**src/hw/rtl/grid_raycast_column_top_macros.svh**
```systemverilog
// Assertion macros shared by the grid ray-cast column block.
// Uses the clock and reset names of the including module.
`ifndef GRID_RAYCAST_COLUMN_TOP_MACROS_SVH
`define GRID_RAYCAST_COLUMN_TOP_MACROS_SVH

// Same-cycle implication, checked out of reset.
`define GRC_ASSERT_IMP(label, ante, cons, msg) \
   label: assert property (@(posedge clock) disable iff (reset) (ante) |-> (cons)) \
      else $error(msg);

// Next-cycle implication, checked out of reset.
`define GRC_ASSERT_NEXT(label, ante, cons, msg) \
   label: assert property (@(posedge clock) disable iff (reset) (ante) |=> (cons)) \
      else $error(msg);

`endif

```
**src/hw/rtl/grc_pkg.sv**
```systemverilog
// Package of the grid ray-cast column block: sizes, codes, types.
// No dependencies; every other file but the macros header imports it.
`default_nettype none
package grc_pkg;

   localparam int SCREEN_ROWS    = 40;
   localparam int SCREEN_COLUMNS = 120;
   localparam int MAP_SIZE       = 16;

   localparam int POS_W   = 16;
   localparam int ANG_W   = 12;
   localparam int COL_W   = 7;
   localparam int ROW_W   = 6;
   localparam int GLYPH_W = 4;
   localparam int DIST_W  = 16;
   localparam int LINE_W  = 10;
   localparam int SIN_W   = 17;
   localparam int ACC_W   = 34;
   localparam int D_W     = 18;
   localparam int DMAX_W  = 17;
   localparam int CELL_W  = 4;
   localparam int MAPV_W  = 256;
   localparam int FOV_W   = 12;
   localparam int DEPTH_W = 5;
   localparam int STEP_W  = 12;
   localparam int CSR_W   = 64;
   localparam int ADDR_W  = 6;
   localparam int NUM_W   = 17 + $clog2(SCREEN_ROWS + 1);

   // Reciprocal for the division of column * fov by the screen width.
   localparam int RECIP_SHIFT = 32;
   localparam longint unsigned RECIP_L =
      ((64'd1 << RECIP_SHIFT) + SCREEN_COLUMNS - 1) / SCREEN_COLUMNS;
   localparam logic [31:0] RECIP = RECIP_L[31:0];

   localparam logic [FOV_W-1:0]   FOV_RESET   = 12'd512;
   localparam logic [DEPTH_W-1:0] DEPTH_RESET = 5'd16;
   localparam logic [STEP_W-1:0]  STEP_RESET  = 12'd410;

   typedef enum logic [2:0] {
      REG_MAP0  = 3'd0,
      REG_MAP1  = 3'd1,
      REG_MAP2  = 3'd2,
      REG_MAP3  = 3'd3,
      REG_FOV   = 3'd4,
      REG_DEPTH = 3'd5,
      REG_STEP  = 3'd6
   } grc_reg_type;

   typedef enum logic [GLYPH_W-1:0] {
      GLYPH_BLANK  = 4'd0,
      GLYPH_FULL   = 4'd1,
      GLYPH_DARK   = 4'd2,
      GLYPH_MEDIUM = 4'd3,
      GLYPH_LIGHT  = 4'd4,
      GLYPH_HASH   = 4'd5,
      GLYPH_X      = 4'd6,
      GLYPH_DOT    = 4'd7,
      GLYPH_DASH   = 4'd8
   } grc_glyph_type;

   typedef struct packed {
      logic [MAPV_W-1:0] map;
      logic [FOV_W-1:0]  fov;
      logic [DEPTH_W-1:0] depth;
      logic [STEP_W-1:0] step;
   } grc_cfg_type;

   typedef struct packed {
      logic [POS_W-1:0]        px;
      logic [POS_W-1:0]        py;
      logic signed [SIN_W-1:0] ex;
      logic signed [SIN_W-1:0] ey;
   } grc_ray_type;

   typedef struct packed {
      logic push;
      logic full;
   } grc_qctl_type;

   typedef enum logic [2:0] {
      F_IDLE, F_MUL, F_RECIP, F_SQUARE, F_POLY1, F_POLY2, F_POLY3, F_PUSH
   } grc_front_state_type;

   typedef enum logic [3:0] {
      B_IDLE, B_INIT, B_MARCH, B_CSEL, B_CMUL, B_CSUM, B_CSQD, B_CSQC,
      B_CSCALE, B_CTEST, B_DIVSET, B_DIV, B_SHADE, B_EMIT
   } grc_back_state_type;

endpackage
`default_nettype wire

```
**src/hw/rtl/grc_if.sv**
```systemverilog
// Valid/ready channel interfaces of the grid ray-cast column block.
// Depends on grc_pkg for field widths.
`default_nettype none
interface grc_req_if import grc_pkg::*; ();
   logic             valid;
   logic             ready;
   logic [POS_W-1:0] player_x;
   logic [POS_W-1:0] player_y;
   logic [ANG_W-1:0] player_angle;
   logic [COL_W-1:0] column;
   modport source (output valid, player_x, player_y, player_angle, column, input ready);
   modport sink (input valid, player_x, player_y, player_angle, column, output ready);
endinterface

`default_nettype wire

```
**src/hw/rtl/grc_front.sv**
```systemverilog
// Front end: accepts a transaction, forms the ray angle and its sine/cosine.
// Depends on grc_pkg and grc_req_if.
`default_nettype none
module grc_front import grc_pkg::*; (
   input  wire logic        clock,
   input  wire logic        reset,
   grc_req_if.sink          req_chan,
   input  wire logic [FOV_W-1:0] fov,
   output grc_qctl_type     qctl,
   input  wire logic        q_full,
   output grc_ray_type      ray_out
);
   grc_front_state_type state_ff, state_in;
   logic [POS_W-1:0] px_ff, px_in, py_ff, py_in;
   logic [ANG_W-1:0] pa_ff, pa_in, ray_ff, ray_in;
   logic [COL_W-1:0] col_ff, col_in;
   logic [18:0] prod_ff, prod_in;
   logic phase_ff, phase_in, neg_ff, neg_in;
   logic [14:0] x_ff, x_in, x2_ff, x2_in;
   logic [14:0] t_ff, t_in;
   logic signed [SIN_W-1:0] ex_ff, ex_in, ey_ff, ey_in;

   logic [50:0] recip_prod;
   logic [ANG_W-1:0] ang;
   logic [10:0] arg;
   logic [14:0] x_c;
   logic [29:0] sq;
   logic [28:0] p1;
   logic [28:0] p2;
   logic [29:0] p3;
   logic [15:0] mag;

   always_ff @(posedge clock) begin
      if (reset) begin
         state_ff <= F_IDLE;
      end else begin
         state_ff <= state_in;
      end
      px_ff <= px_in; py_ff <= py_in; pa_ff <= pa_in; col_ff <= col_in;
      prod_ff <= prod_in; ray_ff <= ray_in; phase_ff <= phase_in; neg_ff <= neg_in;
      x_ff <= x_in; x2_ff <= x2_in; t_ff <= t_in; ex_ff <= ex_in; ey_ff <= ey_in;
   end

   always_comb begin
      state_in = state_ff;
      px_in = px_ff; py_in = py_ff; pa_in = pa_ff; col_in = col_ff;
      prod_in = prod_ff; ray_in = ray_ff; phase_in = phase_ff; neg_in = neg_ff;
      x_in = x_ff; x2_in = x2_ff; t_in = t_ff; ex_in = ex_ff; ey_in = ey_ff;
      req_chan.ready = (state_ff == F_IDLE);
      qctl.push = 1'b0;
      qctl.full = q_full;

      recip_prod = 51'(prod_ff) * 51'(RECIP);
      ang = phase_ff ? (ray_ff + 12'd1024) : ray_ff;
      arg = ang[10] ? (11'd1024 - {1'b0, ang[9:0]}) : {1'b0, ang[9:0]};
      x_c = {arg, 4'b0};
      sq = 30'(x_c) * 30'(x_c);
      p1 = 29'(x2_ff) * 29'd1160;
      p2 = 29'(14'd10512 - t_ff[13:0]) * 29'(x2_ff);
      p3 = 30'(15'd25736 - t_ff) * 30'(x_ff);
      mag = p3[29:14];

      case (state_ff)
         F_IDLE: begin
            if (req_chan.valid) begin
               px_in = req_chan.player_x;
               py_in = req_chan.player_y;
               pa_in = req_chan.player_angle;
               col_in = req_chan.column;
               state_in = F_MUL;
            end
         end
         F_MUL: begin
            prod_in = 19'(col_ff) * 19'(fov);
            state_in = F_RECIP;
         end
         F_RECIP: begin
            ray_in = pa_ff - {1'b0, fov[FOV_W-1:1]} + recip_prod[RECIP_SHIFT +: ANG_W];
            phase_in = 1'b0;
            state_in = F_SQUARE;
         end
         F_SQUARE: begin
            x_in = x_c;
            neg_in = ang[11];
            x2_in = sq[28:14];
            state_in = F_POLY1;
         end
         F_POLY1: begin
            t_in = 15'(p1[28:14]);
            state_in = F_POLY2;
         end
         F_POLY2: begin
            t_in = p2[28:14];
            state_in = F_POLY3;
         end
         F_POLY3: begin
            if (phase_ff) begin
               ey_in = neg_ff ? -$signed({1'b0, mag}) : $signed({1'b0, mag});
               state_in = F_PUSH;
            end else begin
               ex_in = neg_ff ? -$signed({1'b0, mag}) : $signed({1'b0, mag});
               phase_in = 1'b1;
               state_in = F_SQUARE;
            end
         end
         F_PUSH: begin
            if (!q_full) begin
               qctl.push = 1'b1;
               state_in = F_IDLE;
            end
         end
         default: state_in = F_IDLE;
      endcase
   end

   assign ray_out.px = px_ff;
   assign ray_out.py = py_ff;
   assign ray_out.ex = ex_ff;
   assign ray_out.ey = ey_ff;
endmodule
`default_nettype wire

```
**src/flat_wrapper.sv**
```systemverilog
// flat-port wrapper written by rule: the top's interface ports become plain ports
module grc_front_flat import grc_pkg::*;
  (clock, reset, fov, qctl, q_full, ray_out, req_chan_valid, req_chan_player_x, req_chan_player_y, req_chan_player_angle, req_chan_column, req_chan_ready);
  grc_req_if req_chan_i ();
  input  wire logic clock;
  input  wire logic reset;
  input  wire logic [FOV_W-1:0] fov;
  output grc_qctl_type qctl;
  input  wire logic q_full;
  output grc_ray_type ray_out;
  input wire logic [$bits(req_chan_i.valid)-1:0] req_chan_valid;
  input wire logic [$bits(req_chan_i.player_x)-1:0] req_chan_player_x;
  input wire logic [$bits(req_chan_i.player_y)-1:0] req_chan_player_y;
  input wire logic [$bits(req_chan_i.player_angle)-1:0] req_chan_player_angle;
  input wire logic [$bits(req_chan_i.column)-1:0] req_chan_column;
  output wire logic [$bits(req_chan_i.ready)-1:0] req_chan_ready;
  assign req_chan_i.valid = req_chan_valid;
  assign req_chan_i.player_x = req_chan_player_x;
  assign req_chan_i.player_y = req_chan_player_y;
  assign req_chan_i.player_angle = req_chan_player_angle;
  assign req_chan_i.column = req_chan_column;
  assign req_chan_ready = req_chan_i.ready;
  grc_front u_core (.clock(clock), .reset(reset), .req_chan(req_chan_i), .fov(fov), .qctl(qctl), .q_full(q_full), .ray_out(ray_out));
endmodule
```
**config.mk**
```make
export PLATFORM = sky130hd
export DESIGN_NAME = grc_front_flat
export DESIGN_NICKNAME = d
export VERILOG_FILES = /design/src/hw/rtl/grid_raycast_column_top_macros.svh /design/src/hw/rtl/grc_pkg.sv /design/src/hw/rtl/grc_if.sv /design/src/hw/rtl/grc_front.sv /design/src/flat_wrapper.sv
export SDC_FILE = /design/constraint.sdc
export NUM_CORES = 2
export LEC_CHECK = 0
export BUFFER_PORTS_ARGS = -buffer_cell sky130_fd_sc_hd__buf_4
export CORE_ASPECT_RATIO = 0.9
export CORE_UTILIZATION = 40
export CTS_BUF_LIST = sky130_fd_sc_hd__clkbuf_8
export DETAILED_ROUTE_END_ITERATION = 6
export GPL_ROUTABILITY_DRIVEN = 0
export PLACE_DENSITY = 0.66
export REMOVE_ABC_BUFFERS = 1
export SLEW_MARGIN = 20
export SYNTH_ARGS = -nofsm -noshare
export SYNTH_HDL_FRONTEND = slang
export SYNTH_SLANG_ARGS = --single-unit
```
**constraint.sdc**
```tcl
create_clock -name clock -period 12.2 [get_ports clock]
set_clock_uncertainty 0.15 [all_clocks]
set_input_delay 0.61 -clock clock [delete_from_list [all_inputs] [get_ports clock]]
set_output_delay 0.61 -clock clock [all_outputs]
set_load 0.05 [all_outputs]
```
* Word level (Yosys, flattened, before mapping)
Index checks and enable logic that the tools add are counted.
** Cells by class
- $add $sub $neg :: 7
- Equal/unequal tests :: 9
- Reduce and logical (&&, ||, !) cells :: 7
- Multipliers :: 6
- Mux-type cells :: 11
- Bitwise gates (word level) :: 1
** Operator list (number)
- 19-bit by 26-bit multiplier with 44-bit output, second input constant :: 1
- 30-bit by 11-bit multiplier with 26-bit output :: 1
- 15-bit case mux with 2 select lines :: 1
- 29-bit by 15-bit multiplier with 29-bit output :: 1
- 3-bit case mux with 8 select lines :: 1
- 15-bit by 8-bit multiplier with 23-bit output, second input constant :: 1
- 11-bit by 11-bit multiplier with 21-bit output :: 1
- 7-bit by 12-bit multiplier with 19-bit output :: 1
- 17-bit 2-to-1 mux :: 1
- 16-bit negator with 17-bit output :: 1
- 15-bit by 15-bit subtractor with 16-bit output, first input constant :: 1
- 14-bit by 14-bit subtractor with 15-bit output, first input constant :: 1
- 12-bit by 11-bit adder with 12-bit output, second input constant :: 1
- 12-bit adder :: 1
- 3-bit == test, second input constant :: 4
- 12-bit 2-to-1 mux :: 1
- 12-bit by 11-bit subtractor with 12-bit output :: 1
- 11-bit 2-to-1 mux :: 1
- 11-bit by 10-bit subtractor with 11-bit output, first input constant :: 1
- 3-bit 2-to-1 mux :: 3
- 2-bit AND reduction :: 4
- 3-bit by 2-bit == test with 1-bit output, second input constant :: 2
- 2-bit inequality test, second input constant :: 2
- 2-bit nonzero test :: 2
- 5 further kinds :: 6
** Word-level totals
- Logic and storage cells :: 55
- Bits in registers :: 162

* Longest topological paths before layout
- Word-level depth :: 5
- Gate-level depth with buffers :: 35
- Depth with buffers taken out :: 34

* Worst setup path before layout
Ideal clock, no wire load.
- Kind :: reg2reg
- Start point :: register u_core.t_ff[0]
- End point :: register u_core.ex_ff[15] (data pin)
- Setup slack :: 3.929 ns
- Stages on the path, launching flop included :: 36
- Period minus slack after synthesis :: 8.271 ns
- Path buffers :: 3
- Library setup time :: 0.267 ns
- Arrival :: 7.854 ns
- Data required time :: 11.783 ns
- Cells stage by stage :: edfxtp_1 > clkbuf_1 > inv_1 > ha_1 > nand2b_1 > a211oi_1 > nand2b_1 > nand2_1 > nand2_1 > a21oi_1 > nand2b_1 > nand2_1 > xor2_1 > clkbuf_1 > nand2_1 > fa_1 > inv_1 > fa_1 > fa_1 > fa_1 > inv_1 > fa_1 > inv_1 > ha_1 > buf_6 > a21o_1 > a21o_1 > a221o_1 > a21o_1 > a31o_4 > a211oi_1 > a21oi_1 > or4_4 > or3_4 > o21ai_2 > xnor2_1
** Between the ends
- Cells in the longest elaborated chain, start to end :: 4
** Ends and longest elaborated chain
- start: declaration :: RTL line grc_front.sv:20 : logic [14:0] t_ff, t_in;
- start signal: assignment :: RTL line grc_front.sv:41 : x_ff <= x_in; x2_ff <= x2_in; t_ff <= t_in; ex_ff <= ex_in; ey_ff <= ey_in;
- 15-bit by 15-bit subtractor with 16-bit output (*) :: RTL line grc_front.sv:60 : p3 = 30'(15'd25736 - t_ff) * 30'(x_ff);
- 30-bit by 11-bit multiplier with 26-bit output (*) :: RTL line grc_front.sv:60
- 16-bit negator with 17-bit output :: RTL line grc_front.sv:101 : ex_in = neg_ff ? -$signed({1'b0, mag}) : $signed({1'b0, mag});
- 17-bit 2-to-1 mux (*) :: RTL line grc_front.sv:101
- end signal: assignment :: RTL line grc_front.sv:41
- end: declaration :: RTL line grc_front.sv:21 : logic signed [SIN_W-1:0] ex_ff, ex_in, ey_ff, ey_in;
Every way passes the cells marked *; elsewhere a longest branch is shown, timed or not.
A chain may end at the register's enable or synchronous reset.

* Worst setup path in the final report
- Start point :: register u_core.t_ff[0]
- End point :: register u_core.t_ff[13] (data pin)
** Between the ends
- Cells in the longest elaborated chain, start to end :: 3
** Ends and longest elaborated chain
- 14-bit by 14-bit subtractor with 15-bit output :: RTL line grc_front.sv:59 : p2 = 29'(14'd10512 - t_ff[13:0]) * 29'(x2_ff);
- 29-bit by 15-bit multiplier with 29-bit output :: RTL line grc_front.sv:59
- 15-bit case mux with 2 select lines :: RTL line grc_front.sv:63 : case (state_ff)
Every way passes these cells.

==> impl_metrics.py <==
metrics = {
    "cts": {
        "cts_tree": "built",
        "cts_sinks": 162,
        "clk_pin_slew_ns": 0.13,
        "cts_setup_buffers": 0,
        "clk_latency_ns": 0.51,
        "clockRootBuffer": "clkbuf_8",
        "cts_max_path_buffers": 2,
        "cts-htree-levels": 4,
        "cts_resized": 0,
        "ctsHoldBuffers": 0,
        "cts_buffers": 17,
    },
    "layout": {
        "multi_input_area_mm2": 0.0229,
        "antenna_cells": 0,
        "fillCellCount": 7119,
        "drive_gt1_share_pct": 7.16,
        "seqCellArea_mm2": 0.00483,
        "area_growth_syn_to_layout_pct": 8.68,
        "final_common_cell": "inv_1",
        "stdcell_count": 4218,
        "final_cell_mix": "694 x inv_1, 554 x fa_1, 385 x ha_1, 361 x nand2_1, 196 x and2_1",
        "nets": 4193,
    },
    "logic_synthesis": {
        "yosys.area_share.simple_pct": 12.3,
        "synth_top_flop_cell": "edfxtp_1",
        "synth.area.mux_share_pct": 0.204,
        "synth_xor_area_share_pct": 4.49,
        "seq_area_frac_synth_pct": 15.8,
        "synthAdderAreaFrac_pct": 52.0,
        "yosysTopAreaCellShare_pct": 36.2,
        "synth_area_mm2": 0.0306,
        "synth_area_leaders": "fa_1 36%, ha_1 16%, edfxtp_1 16%, inv_1 8.5%, nand2_1 4.4%",
        "synth-edff-count": 159,
        "syn_area_per_cell_um2": 9.91,
        "synth-compound-area-share_pct": 5.46,
        "synth.distinct_cells": 76,
        "synth_top_area_cell": "fa_1",
        "synth_top_family_by_area": "adder cells",
        "syn_inst": 3089,
        "synthArstFlopShare_pct": 0,
        "synth-seq-cells": 162,
        "yosys_warnings": 0,
    },
    "floorplan": {
        "std_cell_rows": 95,
        "core_mm2": 0.0752,
        "die-area_mm2": 0.0776,
        "die_y_um": 264,
        "start_util_pct": 40.7,
        "fp.dieW_um": 294,
        "io_pins": 136,
    },
    "setup_path": {
        "criticalPathCategory": "flip-flop to flip-flop",
        "required_ns": 12.29,
        "start_kind": "flip-flop",
        "crit_family": "adder cells",
        "cp-end-kind": "flip-flop",
        "rrSetupSlack_ns": 2.68,
        "rr_worst_depth": 32,
        "r2r_end": "u_core.t_ff[13]$_SDFFCE_PN0P_",
        "crit_path_max_fanout": 21,
        "crit_cells": 32,
        "cp_num_buf_inv": 7,
        "critPathCapture": "u_core.t_ff[13]$_SDFFCE_PN0P_",
        "reg2reg_from": "u_core.t_ff[0]$_DFFE_PP_",
        "cp_slowest_stage_delay_ns": 0.69,
        "setup.worst_path.start": "u_core.t_ff[0]$_DFFE_PP_",
        "crit_slowest_cell": "edfxtp_1",
        "crit_arrival_ns": 9.61,
        "critPathMostFrequentCell": "inv_1",
    },
    "job": {
        "drv_cap": 0,
    },
    "hold_path": {
        "hold_class": "primary input to flip-flop",
    },
    "place": {
        "place_inst": 4186,
        "io_buffers": 135,
        "dp_hpwl_um": 52900,
    },
    "grt": {
        "grt_first_pass_wirelength_um": 110000,
        "grt_usage_pct": 17.5,
        "grt_start_max_net_pins": 52,
        "grt.overflow.total": 0,
        "antenna_found_initial": 0,
        "grt_pass1_vias": 21800,
    },
    "timing": {
        "fmax_mhz": 105,
        "setup_viol": 0,
        "layout_worst_path_cycle_share_pct": 78.1,
        "setup-tns-final_ns": 0,
        "hold_violations": 0,
        "slew_headroom_pct": 25.2,
        "fin_crit_ns": 9.52,
        "tightest_slew_ns": 1.11,
        "slew_viol_final": 0,
        "grt_setup_unrepaired": "no",
    },
    "routing": {
        "ant_nets": 0,
        "wirelength_um": 64300,
        "vias_per_cell": 4.85,
        "vias": 20500,
        "drtIter0Drc": 976,
        "remaining_drc_errors": 0,
        "wl_per_cell_um": 15.2,
        "firstDrtPassIters": 5,
    },
    "status": {
        "run_status": "finished, final reports clean",
    },
}
## synthesized netlist by cell type (31+ instances only)
master,n
nor2_1,116
xor2_1,31
nand2_1,361
and2_1,197
o21ai_0,45
ha_1,385
inv_1,694
a21oi_1,66
edfxtp_1,159
xnor2_1,124
fa_1,554
clkbuf_1,81
## cell families after synthesis
kind of cell,Yosys count
muxes,5
and+or+nand+nor,797
xor gates and xnor gates,156
adders and majority gates,939
buffers and inverters,783
other,2
DFF,162
AOI/OAI and AO/OA,245
## state kept, by name (all words and copies together), names as in the netlist
name	count
u_core.ey_ff	17
u_core.phase_ff	1
u_core.neg_ff	1
u_core.x2_ff	15
u_core.px_ff	16
u_core.state_ff	3
u_core.x_ff	11
u_core.prod_ff	19
u_core.ex_ff	17
u_core.py_ff	16
u_core.col_ff	7
u_core.t_ff	15
u_core.ray_ff	12
u_core.pa_ff	12
## worst register-to-register path, delay by kind of cell, from the launching register on
family,cells,cell delay (ns)
muxes,1,0.21
DFF,1,0.69
AOI/OAI and AO/OA,9,2.50
and+or+nand+nor,7,1.28
buffers and inverters,7,0.74
adders and majority gates,8,3.71
## final cells by class
cell class,instances,share of cell area (%)
multi-input combinational,2148,68.8
sequential,162,14.5
inverter,697,7.87
tap,1018,3.83
timing repair buffer,161,3.63
clock buffer,17,0.703
clock inverter,15,0.621
## how the worst min path moves through the flow
| stage | slack, ns | to | from | depth (start not counted) |
|---|---|---|---|---|
| 5_1_grt | 0.07 | u_core.px_ff[13]$_DFFE_PP_ | req_chan_player_x[13] | 1 |
| 2_1_floorplan | 0.37 | u_core.state_ff[0]$_SDFFE_PP0P_ | u_core.state_ff[1]$_SDFFE_PP0P_ | 2 |
| 3_5_place_dp | 0.41 | u_core.neg_ff$_DFFE_PN_ | u_core.ray_ff[11]$_DFFE_PP_ | 1 |
| 3_3_place_gp | 0.40 | u_core.neg_ff$_DFFE_PN_ | u_core.ray_ff[11]$_DFFE_PP_ | 1 |
| 6_report | 0.11 | u_core.py_ff[8]$_DFFE_PP_ | req_chan_player_y[8] | 1 |
| 4_1_cts | 0.06 | u_core.px_ff[0]$_DFFE_PP_ | req_chan_player_x[0] | 1 |
## metal layers
metal	GRT usage, %	share of wire (%)
met2	29.5	48
met1	24.3	46
met4	3.36	1.4
met5	0	0
met3	2.25	4.1
## stage by stage
stage / hold WS (ns) / setup WS, ns / cell area, µm² / utilization (%)
after CTS: 0.0558 / 2.67 / 33200 / 44.1
final: 0.114 / 2.68 / 33300 / 44.2
after detailed placement: 0.412 / 2.70 / 32800 / 43.6
after global routing: 0.0661 / 2.00 / 33300 / 44.2
after floorplan: 0.374 / 3.86 / 30300 / -
after global placement: 0.403 / 2.83 / 32800 / 43.6
Power is left out: the tool's default activity adds up to more than one toggle a clock period on the data nets, which glitch-free logic cannot reach.
