`src/hw/rtl/grid_raycast_column_top_macros.svh`:
```
// Assertion macros shared by the grid ray-cast column block.
// Uses the clock and reset names of the including module.
`ifndef GRID_RAYCAST_COLUMN_TOP_MACROS_SVH
`define GRID_RAYCAST_COLUMN_TOP_MACROS_SVH

// Same-cycle implication, checked out of reset.
`define GRC_ASSERT_IMP(label, ante, cons, msg) \
   label: assert property (@(posedge clock) disable iff (reset) (ante) |-> (cons)) \
      else $error(msg);

// Next-cycle implication, checked out of reset.
`define GRC_ASSERT_NEXT(label, ante, cons, msg) \
   label: assert property (@(posedge clock) disable iff (reset) (ante) |=> (cons)) \
      else $error(msg);

`endif

```
`src/hw/rtl/grc_pkg.sv`:
```
// Package of the grid ray-cast column block: sizes, codes, types.
// No dependencies; every other file but the macros header imports it.
`default_nettype none
package grc_pkg;

   localparam int SCREEN_ROWS    = 40;
   localparam int SCREEN_COLUMNS = 120;
   localparam int MAP_SIZE       = 16;

   localparam int POS_W   = 16;
   localparam int ANG_W   = 12;
   localparam int COL_W   = 7;
   localparam int ROW_W   = 6;
   localparam int GLYPH_W = 4;
   localparam int DIST_W  = 16;
   localparam int LINE_W  = 10;
   localparam int SIN_W   = 17;
   localparam int ACC_W   = 34;
   localparam int D_W     = 18;
   localparam int DMAX_W  = 17;
   localparam int CELL_W  = 4;
   localparam int MAPV_W  = 256;
   localparam int FOV_W   = 12;
   localparam int DEPTH_W = 5;
   localparam int STEP_W  = 12;
   localparam int CSR_W   = 64;
   localparam int ADDR_W  = 6;
   localparam int NUM_W   = 17 + $clog2(SCREEN_ROWS + 1);

   // Reciprocal for the division of column * fov by the screen width.
   localparam int RECIP_SHIFT = 32;
   localparam longint unsigned RECIP_L =
      ((64'd1 << RECIP_SHIFT) + SCREEN_COLUMNS - 1) / SCREEN_COLUMNS;
   localparam logic [31:0] RECIP = RECIP_L[31:0];

   localparam logic [FOV_W-1:0]   FOV_RESET   = 12'd512;
   localparam logic [DEPTH_W-1:0] DEPTH_RESET = 5'd16;
   localparam logic [STEP_W-1:0]  STEP_RESET  = 12'd410;

   typedef enum logic [2:0] {
      REG_MAP0  = 3'd0,
      REG_MAP1  = 3'd1,
      REG_MAP2  = 3'd2,
      REG_MAP3  = 3'd3,
      REG_FOV   = 3'd4,
      REG_DEPTH = 3'd5,
      REG_STEP  = 3'd6
   } grc_reg_type;

   typedef enum logic [GLYPH_W-1:0] {
      GLYPH_BLANK  = 4'd0,
      GLYPH_FULL   = 4'd1,
      GLYPH_DARK   = 4'd2,
      GLYPH_MEDIUM = 4'd3,
      GLYPH_LIGHT  = 4'd4,
      GLYPH_HASH   = 4'd5,
      GLYPH_X      = 4'd6,
      GLYPH_DOT    = 4'd7,
      GLYPH_DASH   = 4'd8
   } grc_glyph_type;

   typedef struct packed {
      logic [MAPV_W-1:0] map;
      logic [FOV_W-1:0]  fov;
      logic [DEPTH_W-1:0] depth;
      logic [STEP_W-1:0] step;
   } grc_cfg_type;

   typedef struct packed {
      logic [POS_W-1:0]        px;
      logic [POS_W-1:0]        py;
      logic signed [SIN_W-1:0] ex;
      logic signed [SIN_W-1:0] ey;
   } grc_ray_type;

   typedef struct packed {
      logic push;
      logic full;
   } grc_qctl_type;

   typedef enum logic [2:0] {
      F_IDLE, F_MUL, F_RECIP, F_SQUARE, F_POLY1, F_POLY2, F_POLY3, F_PUSH
   } grc_front_state_type;

   typedef enum logic [3:0] {
      B_IDLE, B_INIT, B_MARCH, B_CSEL, B_CMUL, B_CSUM, B_CSQD, B_CSQC,
      B_CSCALE, B_CTEST, B_DIVSET, B_DIV, B_SHADE, B_EMIT
   } grc_back_state_type;

endpackage
`default_nettype wire

```
`src/hw/rtl/grc_queue.sv`:
```
// Two-entry queue of ray descriptors between the front and back ends.
// Depends on grc_pkg.
`default_nettype none
module grc_queue import grc_pkg::*; (
   input  wire logic   clock,
   input  wire logic   reset,
   input  wire grc_qctl_type qctl,
   input  wire grc_ray_type push_data,
   output logic        full,
   input  wire logic   pop,
   output grc_ray_type pop_data,
   output logic        empty
);
   grc_ray_type slot_ff [2];
   logic wr_ff, wr_in, rd_ff, rd_in;
   logic [1:0] cnt_ff, cnt_in;

   always_ff @(posedge clock) begin
      if (reset) begin
         wr_ff <= 1'b0; rd_ff <= 1'b0; cnt_ff <= 2'd0;
      end else begin
         wr_ff <= wr_in; rd_ff <= rd_in; cnt_ff <= cnt_in;
      end
      if (qctl.push) begin
         slot_ff[wr_ff] <= push_data;
      end
   end

   always_comb begin
      wr_in = qctl.push ? ~wr_ff : wr_ff;
      rd_in = pop ? ~rd_ff : rd_ff;
      cnt_in = cnt_ff + {1'b0, qctl.push} - {1'b0, pop};
      full = (cnt_ff == 2'd2);
      empty = (cnt_ff == 2'd0);
      pop_data = slot_ff[rd_ff];
   end
endmodule
`default_nettype wire

```
`config.mk`:
```
export PLATFORM = sky130hd
export DESIGN_NAME = grc_queue
export DESIGN_NICKNAME = d
export VERILOG_FILES = /design/src/hw/rtl/grid_raycast_column_top_macros.svh /design/src/hw/rtl/grc_pkg.sv /design/src/hw/rtl/grc_queue.sv
export SDC_FILE = /design/constraint.sdc
export NUM_CORES = 1
export LEC_CHECK = 0
export BUFFER_PORTS_ARGS = -buffer_cell sky130_fd_sc_hd__clkbuf_2
export CAP_MARGIN = 40
export CORE_MARGIN = 2
export CORE_UTILIZATION = 45
export CTS_BUF_LIST = sky130_fd_sc_hd__clkbuf_2 sky130_fd_sc_hd__clkbuf_4 sky130_fd_sc_hd__clkbuf_8
export CTS_CLUSTER_SIZE = 10
export DETAILED_ROUTE_END_ITERATION = 7
export GPL_TIMING_DRIVEN = 1
export PLACE_DENSITY_LB_ADDON = 0.25
export SLEW_MARGIN = 10
export SYNTH_ARGS = -nofsm -noshare
export SYNTH_HDL_FRONTEND = slang
export SYNTH_SLANG_ARGS = --single-unit
```
`constraint.sdc`:
```
create_clock -name clock -period 4.7 [get_ports clock]
set_input_delay 0.235 -clock clock [delete_from_list [all_inputs] [get_ports clock]]
set_output_delay 0.235 -clock clock [all_outputs]
set_load 0.02 [all_outputs]
```
# Yosys cells after proc, flatten, opt, wreduce, memory -nomap -nowiden
# Memories as Yosys holds them, arrays and structs flattened. A register that Yosys moved wholly into a read port is not among the register bits.
# Cells that the tools add are included.
# word_totals
romBits,0
register_bits,4
ramBits,132
inputBits,71
output_inout_bits,68
latch_bits,0
n_memories,1
# mem_list
memory,words,width,rd,rd_ports_with_merged_regs,wr,line,text
slot_ff,2,66,1,1,1,grc_queue.sv:14,grc_ray_type slot_ff [2];
# op_classes
shifts,0
div,0
n_lt_le_gt_ge,0
mul,0
bitwise_logic,2
mux,4
reduce_logical,1
n_eq_ne,1
n_addsub,2
# ops
op,count
$mux W1,4
$add A2 B1 Y2,1
$eq A2 B2 Y1 const B,1
$logic_not A2 Y1,1
$not A1 Y1,2
$sub A2 B1 Y2,1

# Logic depth before layout (Yosys ltp)
# Gate-level depths: netlist of the first run.
# logic_depth
depth_word,3
mapped_depth,6
mapped_depth_nobuf,6

# Least setup slack after synthesis of the first run
# Ideal clock, no wire load.
# synth_path
kind,reg-to-reg
start,reg wr_ff
end,"mem slot_ff[0][0] in the netlist's numbering, enable pin"
period_less_slack_ns,3.759
t_arrival_ns,3.261
required_time_ns,4.202
stages_incl_launch_ff,2
setup_slack_ns,0.941
n_path_buf,0
path_cell_list,dfxtp_1 > nor2b_1
# synth_lines
item,line,text
from (decl),grc_queue.sv:15,"logic wr_ff, wr_in, rd_ff, rd_in;"
from (signal assigned),grc_queue.sv:22,wr_ff <= wr_in; rd_ff <= rd_in; cnt_ff <= cnt_in;
to (decl),grc_queue.sv:14,
# Straight into the memory's write port.

==> run_results.csv, run 1 <==
group,metric,value,unit
die,pin_count,139,
placement,dpl.hpwl,5500,um
final_layout,fin_nets,518,
die,fp.dieH,110.9,um
timing,fmax,437.1,MHz
pwr,peakVddDrop,230.1,uV
worst_setup_path,path_class,"flop to primary output",
clocking,cts_resized,0,
grt,antenna_found_initial,0,
final_layout,syn_to_final_growth,37.95,%
worst_hold_path,min_from,"pop",
timing,rsz0062_at_grt,"false",
synthesis,synth_fa_ha_area_share,0.4869,%
worst_setup_path,cp-start-kind,"flop",
synthesis,synth_compound_area_share,0,%
route,route.detailed.drc,0,
clocking,clock-sinks,137,
final_layout,layout_commonest_cell,"clkbuf_2",
timing,finalMaxSlewViolations,0,
clocking,insertion_delay,0.42,ns
final_layout,fillers,863,
route,wirelength,9095,um
clocking,cts_setup_buffers,0,
timing,hold_violations,0,
worst_setup_path,crit_path_end_kind,"primary output",
grt,grt_pass1_wl,14500,um
placement,portBuffers,137,
worst_setup_path,cp_max_fo,35,
clocking,clk_pin_slew,0.07,ns
worst_setup_path,timing.rr.start,"wr_ff$_SDFFE_PP0P_",
timing,slew_headroom,55.85,%
synthesis,syn_nets,299,
worst_setup_path,reg2reg_to,"slot_ff[0][38]$_DFFE_PP_",
synthesis,post-synth-top-area-cell,"edfxtp_1",
synthesis,synth.distinct_cells,13,
synthesis,yosysTopAreaCellShare,77.12,%
timing,period_share,48.68,%
outcome,status,"finished, final reports clean",
worst_setup_path,rr_worst_depth,2,
synthesis,synthMuxAreaShare,17.38,%
grt,grt_max_degree,49,
grt,first_global_vias,3011,
synthesis,ys_top_cells_by_area,"edfxtp_1 77%, mux2_4 12%, mux2_2 5.7%",
synthesis,synth_cells,226,
route,vias,2791,
clocking,cts_tree,"done",
final_layout,layout_common_cells,"137 x clkbuf_2, 132 x edfxtp_1, 67 x dlygate4sd3_1",
route,ant_nets,0,
clocking,cts_root_buffer,"clkbuf_8",
worst_setup_path,worstPathRequired,4.47,ns
run,max_cap_violations,0,
clocking,htree_levels,4,
grt,grt.total_usage,15.33,%
worst_hold_path,hold_path_depth,3,
synthesis,syn_area,0.005140,mm2
final_layout,antenna_cells,0,
route,viasPerCell,4.644,
synthesis,yosysWarnings,0,
placement,dpl_cell_area,0.006000,mm2
synthesis,avgSynthCellArea,22.74,um2
pwr,total_power,0.002874,W
die,rows,39,
timing,final.setup.tns,0,ns
die,die_w,110.9,um
die,core_area,0.01127,mm2
synthesis,synth_top_family_by_area,"multiplexers",
timing,tightestPinTransition,0.6623,ns
final_layout,drive_gt1_share,51.53,%
route,dr.first_iter.drc_count,85,
placement,gp_congestion,0.6634,
synthesis,synth-seq-cells,137,
worst_setup_path,crit_arrival,2.05,ns
synthesis,yosysSeqAreaShare,79.07,%
worst_setup_path,reg2reg_slack,2.84,ns
worst_hold_path,hold_class,"primary input to flop",
timing,fin_crit,2.288,ns
clocking,clockBufferDepth,2,
timing,fin_worst_skew,0.006812,ns
clocking,hold_buffers,64,
timing,setup-violations-final,0,
die,initial_core_util,45.60,%
synthesis,synth-xor-area-share,0.7790,%
route,drt-wirelength-per-cell,15.13,um
pwr,power_density,405.4,mW/mm2
clocking,cts_buffers,17,
route,drtPass1Iterations,3,
synthesis,synthSimpleGateAreaFrac,0.8520,%
final_layout,final_area,0.007091,mm2
grt,overflow,0,
pwr,p_leak,2.815,nW
die,die-area,0.01229,mm2
## worst max-delay path, stage by stage, from the launching register on
cell and delay [ns]:
dfxtp_4 0.76, buf_12 0.32, mux2_2 0.38, clkbuf_2 0.16
## cells in the mapped netlist (all sizes together)
cell      n
xnor2     2
dfxtp     5
nor2      5
edfxtp  132
nor2b     3
buf       7
mux2     66
xnor3     1
inv       2
and2      1
ha        2
## power by group
part | internal, W | total [W] | switching, W
Sequential | 0.00142 | 0.00146 | 0.0000356
Combinational | 0.000205 | 0.000414 | 0.000209
Clock | 0.000577 | 0.00100 | 0.000424
## worst max path at each step
stage / end / depth (start not counted)
2_1_floorplan: slot_ff[0][0]$_DFFE_PP_ / 1
3_3_place_gp: slot_ff[0][56]$_DFFE_PP_ / 3
3_5_place_dp: slot_ff[0][61]$_DFFE_PP_ / 3
4_1_cts: pop_data[0] / 3
5_1_grt: pop_data[15] / 3
6_report: pop_data[16] / 3
## stage by stage
stage	std cells	util, %	hold slack [ns]	setup slack, ns
6_report	601	62.90	0.1176	2.412
5_1_grt	601	62.90	0.1043	2.271
4_1_cts	598	62.64	0.004892	2.341
3_5_place_dp	502	53.22	0.4275	2.700
3_3_place_gp	500	52.87	0.4246	2.702
2_1_floorplan	226	-	0.3066	0.9405
## final cells by class
| type | instances | area (um2) | share of cell area (%) |
|---|---|---|---|
| multi-input combinational | 80 | 1012 | 14.28 |
| inverter | 2 | 7.507 | 0.1059 |
| sequential | 137 | 4068 | 57.37 |
| clock buffer | 18 | 241.5 | 3.406 |
| clock inverter | 14 | 178.9 | 2.523 |
| timing repair buffer | 207 | 1404 | 19.80 |
| tap | 143 | 178.9 | 2.523 |
## metal layers
| metal | share of wire [%] | GRT usage [%] | vias up |
|---|---|---|---|
| li1 | - | - | 1329 |
| met1 | 41 | 17.40 | 1354 |
| met2 | 51 | 26.01 | 97 |
| met3 | 6.6 | 6.452 | 11 |
| met4 | 1.4 | 5.500 | 0 |
| met5 | 0 | 0 | - |
## cell families (layout without fill, tap and decap cells)
group,Yosys count,count (layout)
simple gates,9,9
buf+inv,9,241
fa+ha+maj,2,2
xor+xnor,3,3
flops,137,137
mux,66,66
## flip-flops by register name (all words and copies together), names as in the netlist, named ones only
signal	flops
rd_ff	1
wr_ff	1
slot_ff	132
cnt_ff	2
No activity file was read; power rests on OpenSTA's default activity.
==> inputs of run 2 (changes only) <==
ABC_AREA = 1   (was default)
clock period = 2.09 ns   (was 4.7 ns; I/O delays follow)
==> run_results.csv, run 2 <==
group,metric,value,unit
outcome,status,"finished, final reports clean",
clocking,insertion_delay,0.43,ns
route,dr.first_iter.drc_count,122,
route,wirelength,9293,um
final_layout,antenna_cells,0,
route,drt-wirelength-per-cell,15.01,um
timing,tightestPinTransition,0.4583,ns
die,fp.dieH,111.0,um
clocking,clockBufferDepth,2,
timing,rsz0062_at_grt,"false",
synthesis,post-synth-top-area-cell,"edfxtp_1",
worst_setup_path,worstPathRequired,1.99,ns
grt,first_global_vias,3123,
worst_setup_path,cp-start-kind,"flop",
route,viasPerCell,4.593,
synthesis,synth-edff-count,132,
worst_setup_path,crit_path_end_kind,"primary output",
worst_setup_path,crit_path_max_incr_delay,0.64,ns
die,pin_count,139,
timing,finalMaxSlewViolations,0,
route,drtPass1Iterations,4,
route,ant_nets,0,
synthesis,syn_nets,309,
synthesis,yosysWarnings,0,
clocking,htree_levels,4,
final_layout,final_area,0.007158,mm2
synthesis,synth_cells,236,
worst_setup_path,cp_max_fo,29,
synthesis,synthMostInstantiatedCell,"edfxtp_1",
synthesis,synth.distinct_cells,14,
worst_hold_path,hold_class,"primary input to flop",
synthesis,avgSynthCellArea,21.81,um2
worst_setup_path,crit_slowest_cell,"dfxtp_4",
pwr,power_density,861.9,mW/mm2
route,route.detailed.drc,0,
placement,dpl_cell_area,0.006083,mm2
placement,portBuffers,137,
worst_setup_path,path_class,"flop to primary output",
grt,overflow,0,
timing,period_share,92.67,%
synthesis,syn_area,0.005147,mm2
synthesis,ys_top_cells_by_area,"edfxtp_1 77%, mux2_4 12%, mux2_2 5.7%",
worst_setup_path,crit_arrival,1.83,ns
final_layout,fin_nets,536,
grt,grt.total_usage,15.92,%
die,rows,39,
timing,hold_violations,0,
die,initial_core_util,45.67,%
die,core_area,0.01127,mm2
synthesis,async_reset_ff_share,0,%
timing,setup-violations-final,0,
synthesis,synth_ff_type,"edfxtp_1",
pwr,peakVddDrop,473.2,uV
final_layout,syn_to_final_growth,39.06,%
die,die_w,111.0,um
synthesis,yosysTopAreaCellShare,77.01,%
clocking,clk_pin_slew,0.07,ns
synthesis,synth-seq-cells,137,
final_layout,regMostFlops,"slot_ff",
timing,fin_crit,1.937,ns
grt,grt_max_degree,53,
timing,fin_worst_skew,0.007193,ns
clocking,cts_buffers,17,
placement,dpl.hpwl,5622,um
placement,gp_congestion,0.6752,
pwr,p_leak,2.854,nW
worst_setup_path,crit_family,"flip-flops",
clocking,cts_setup_buffers,0,
final_layout,layout_common_cells,"137 x clkbuf_2, 132 x edfxtp_1, 70 x dlygate4sd3_1",
grt,antenna_found_initial,0,
synthesis,synthTopCellsByCount,"132 x edfxtp_1, 40 x mux2_4, 26 x mux2_2",
final_layout,largest_reg_flops,132,
final_layout,top_regs,"slot_ff x132, cnt_ff x2",
timing,slew_headroom,69.38,%
worst_setup_path,crit_chain,"buf_12 -> mux2_4 -> clkbuf_2",
worst_setup_path,worst-path-buf-inv,2,
timing,fmax,516.3,MHz
final_layout,final_util,63.50,%
route,vias,2843,
run,max_cap_violations,0,
final_layout,drive_gt1_share,51.05,%
clocking,cts_tree,"done",
grt,grt_pass1_wl,14920,um
synthesis,yosysSeqAreaShare,78.95,%
clocking,cts_root_buffer,"clkbuf_8",
final_layout,layout_commonest_cell,"clkbuf_2",
die,die-area,0.01231,mm2
timing,final.setup.tns,0,ns
clocking,clock-sinks,137,
[run 2: cell families after synthesis]
kind of cell	after synthesis	synth area share [%]
AO/OA/AOI/OAI	1	0.09714
XOR/XNOR	1	0.1702
buffers and inverters	15	1.872
AND/OR/NAND/NOR	14	1.069
multiplexers	66	17.36
flip-flops	137	78.95
adder cells (fa/ha/maj)	2	0.4861
[run 2: path summary, 6_finish.rpt]
kind	from	endpoint	slack, ns	cells after the start
hold / removal	push_data[17]	slot_ff[0][17]$_DFFE_PP_	0.40	2
hold reg to reg	rd_ff$_SDFFE_PP0P_	rd_ff$_SDFFE_PP0P_	0.53	2
setup / recovery	flop	pop_data[43]	0.15	3
setup reg to reg	wr_ff$_SDFFE_PP0P_	slot_ff[1][56]$_DFFE_PP_	0.60	3
[run 2: what timing repair did]
item / in CTS / in global routing
gates resized for setup: 0 / 0
hold endpoints to repair: 137 / 0
hold buffers: 70 / 0
[run 2: per-stage QoR]
| stage | instances | power [W] | worst slack, ns | hold WS, ns |
|---|---|---|---|---|
| floorplan | 236 | 0.003816 | 0.3111 | 0.1757 |
| global placement | 517 | 0.004086 | 0.5690 | 0.2933 |
| detailed placement | 517 | 0.004108 | 0.5622 | 0.2975 |
| CTS | 619 | 0.006251 | 0.08374 | 0.3675 |
| global route | 619 | 0.006436 | 0.008251 | 0.3594 |
| finish | 619 | 0.006170 | 0.1532 | 0.4033 |
[run 2: metal layers]
layer	GRT usage, %	wire (um)	vias up	part of all wire, %
li1	-	-	1369	-
met1	17.79	3879	1368	42
met2	27.69	4741	99	51
met3	6.342	578	7	6.2
met4	5.583	93	0	1.0
met5	0	0	-	0
[run 2: power breakdown]
| group | switching [W] | internal (W) | total [W] |
|---|---|---|---|
| Sequential | 0.0000622 | 0.00318 | 0.00324 |
| Clock | 0.000978 | 0.00105 | 0.00203 |
| Combinational | 0.000453 | 0.000449 | 0.000902 |
[run 2: worst reg2reg max path, cell delays in order, from the launching register on]
cell	delay, ns
dfxtp_1	0.34
nand2_1	0.11
clkinvlp_4	0.40
buf_4	0.38
[run 2: cell type report]
type | instances | area (um2)
Sequential cell | 137 | 4068
Tap cell | 143 | 178.9
Fill cell | 838 | 4114
Clock buffer | 18 | 241.5
Clock inverter | 14 | 132.6
Multi-Input combinational cell | 84 | 994.7
Timing Repair Buffer | 215 | 1509
Inverter | 8 | 33.78
==> inputs of run 3 (changes only) <==
CORE_ASPECT_RATIO = 0.9   (was default)
==> run_results.csv, run 3 (synthesized netlist as in run 2, its figures left out) <==
group,metric,value,unit
timing,fin_crit,1.964,ns
clocking,cts_tree,"done",
final_layout,fin_nets,535,
pwr,peakVddDrop,564.0,uV
final_layout,layout_commonest_cell,"clkbuf_2",
final_layout,top_regs,"slot_ff x132, cnt_ff x2",
grt,overflow,0,
clocking,insertion_delay,0.43,ns
worst_setup_path,reg2reg_slack,0.74,ns
final_layout,syn_to_final_growth,37.65,%
worst_hold_path,hold_path_depth,2,
clocking,clockBufferDepth,2,
die,initial_core_util,45.57,%
timing,setup-violations-final,0,
worst_setup_path,rr_worst_depth,3,
clocking,clock-sinks,137,
route,vias,2859,
grt,grt_pass1_wl,14120,um
placement,portBuffers,137,
final_layout,largest_reg_flops,132,
worst_setup_path,cp-start-kind,"flop",
route,drt-wirelength-per-cell,14.61,um
pwr,p_leak,2.834,nW
clocking,hold_buffers,70,
placement,dpl.hpwl,5617,um
worst_setup_path,crit_path_end_kind,"primary output",
outcome,status,"finished, final reports clean",
worst_setup_path,worstPathRequired,1.99,ns
clocking,htree_levels,4,
worst_setup_path,timing.rr.start,"wr_ff$_SDFFE_PP0P_",
timing,hold-worst-slack,0.4035,ns
die,fp.dieH,105.5,um
timing,hold_violations,0,
route,wirelength,9222,um
clocking,cts_setup_buffers,0,
clocking,cts_root_buffer,"clkbuf_8",
clocking,cts_buffers,17,
grt,antenna_found_initial,0,
grt,first_global_vias,3054,
final_layout,drive_gt1_share,50.11,%
worst_setup_path,reg2reg_to,"slot_ff[1][28]$_DFFE_PP_",
final_layout,antenna_cells,0,
worst_setup_path,crit_arrival,1.86,ns
route,dr.first_iter.drc_count,86,
worst_hold_path,hold_class,"primary input to flop",
final_layout,regMostFlops,"slot_ff",
run,max_cap_violations,0,
timing,finalMaxSlewViolations,0,
worst_hold_path,min_to,"slot_ff[0][62]$_DFFE_PP_",
worst_hold_path,min_from,"push_data[62]",
die,core_area,0.01130,mm2
timing,rsz0062_at_grt,"false",
clocking,clk_pin_slew,0.07,ns
timing,fin_worst_skew,0.006058,ns
grt,grt_max_degree,36,
timing,final.setup.tns,0,ns
route,ant_nets,0,
timing,period_share,93.95,%
timing,tightestPinTransition,0.4818,ns
final_layout,layout_common_cells,"137 x clkbuf_2, 132 x edfxtp_1, 70 x dlygate4sd3_1",
die,die_w,116.7,um
timing,slew_headroom,67.88,%
route,route.detailed.drc,0,
die,pin_count,139,
route,drtPass1Iterations,6,
worst_setup_path,path_class,"flop to primary output",
worst_setup_path,cp_max_fo,25,
die,die-area,0.01231,mm2
clocking,cts_resized,0,
grt,grt.total_usage,15.59,%
placement,gp_congestion,0.7167,
timing,fmax,509.3,MHz
route,viasPerCell,4.531,
die,rows,37,
pwr,power_density,839.7,mW/mm2
[run 3: cell count changes in the layout (fill, tap and decap cells not counted)]
cell,before,now
buf_4,3,5
clkinv_1,3,7
buf_12,5,2
clkinvlp_4,6,2
bufinv_16,2,1
clkinv_4,1,0
clkinv_2,3,5
[run 3: worst max-delay path, stage by stage (launching register included)]
cell	delay [ns]
dfxtp_4	0.62
buf_4	0.32
mux2_4	0.32
clkbuf_2	0.16
[run 3: power by group]
group / leakage (nW) / switching, W / internal, W / total (W)
sequential: 1.28 / 0.0000597 / 0.00318 / 0.00324
clock: 0.172 / 0.000908 / 0.000909 / 0.00182
combinational: 1.38 / 0.000457 / 0.000439 / 0.000896
total: 2.83 / 0.00142 / 0.00453 / 0.00595
[run 3: stage by stage]
| step | util, % | instances | setup WS (ns) | power (W) | instance area [um2] |
|---|---|---|---|---|---|
| after global routing | 62.73 | 631 | 0.03642 | 0.006197 | 7086 |
| after floorplan | - | 236 | 0.3111 | 0.003816 | 5159 |
| after CTS | 62.73 | 631 | 0.07678 | 0.006010 | 7086 |
| final | 62.73 | 631 | 0.1265 | 0.005950 | 7086 |
| after global placement | 53.60 | 529 | 0.5685 | 0.004074 | 6055 |
| after detailed placement | 53.60 | 529 | 0.5599 | 0.004095 | 6055 |
[run 3: metal layers]
layer | part of all wire, % | wire, um | global-route usage [%] | up-vias
li1 | - | - | - | 1369
met3 | 8.0 | 741 | 6.843 | 14
met4 | 1.8 | 168 | 6.807 | 0
met5 | 0 | 0 | 0 | -
met2 | 49 | 4494 | 25.27 | 108
met1 | 41 | 3818 | 17.82 | 1368
[run 3: cell type report]
class / count / area, um2
repair buffers: 214 / 1464
inverters: 8 / 33.78
clock inverters: 14 / 88.84
multi-input cells: 84 / 994.7
fillers: 857 / 4210
flip-flops and latches: 137 / 4068
clock buffers: 18 / 241.5
well taps: 156 / 195.2
[run 3: how the worst max path moves through the flow]
stage / end / cells after the start
after floorplan: slot_ff[1][0]$_DFFE_PP_ / 2
after detailed placement: pop_data[44] / 3
final: pop_data[44] / 3
after global placement: pop_data[44] / 3
after CTS: pop_data[44] / 3
after global routing: pop_data[44] / 3
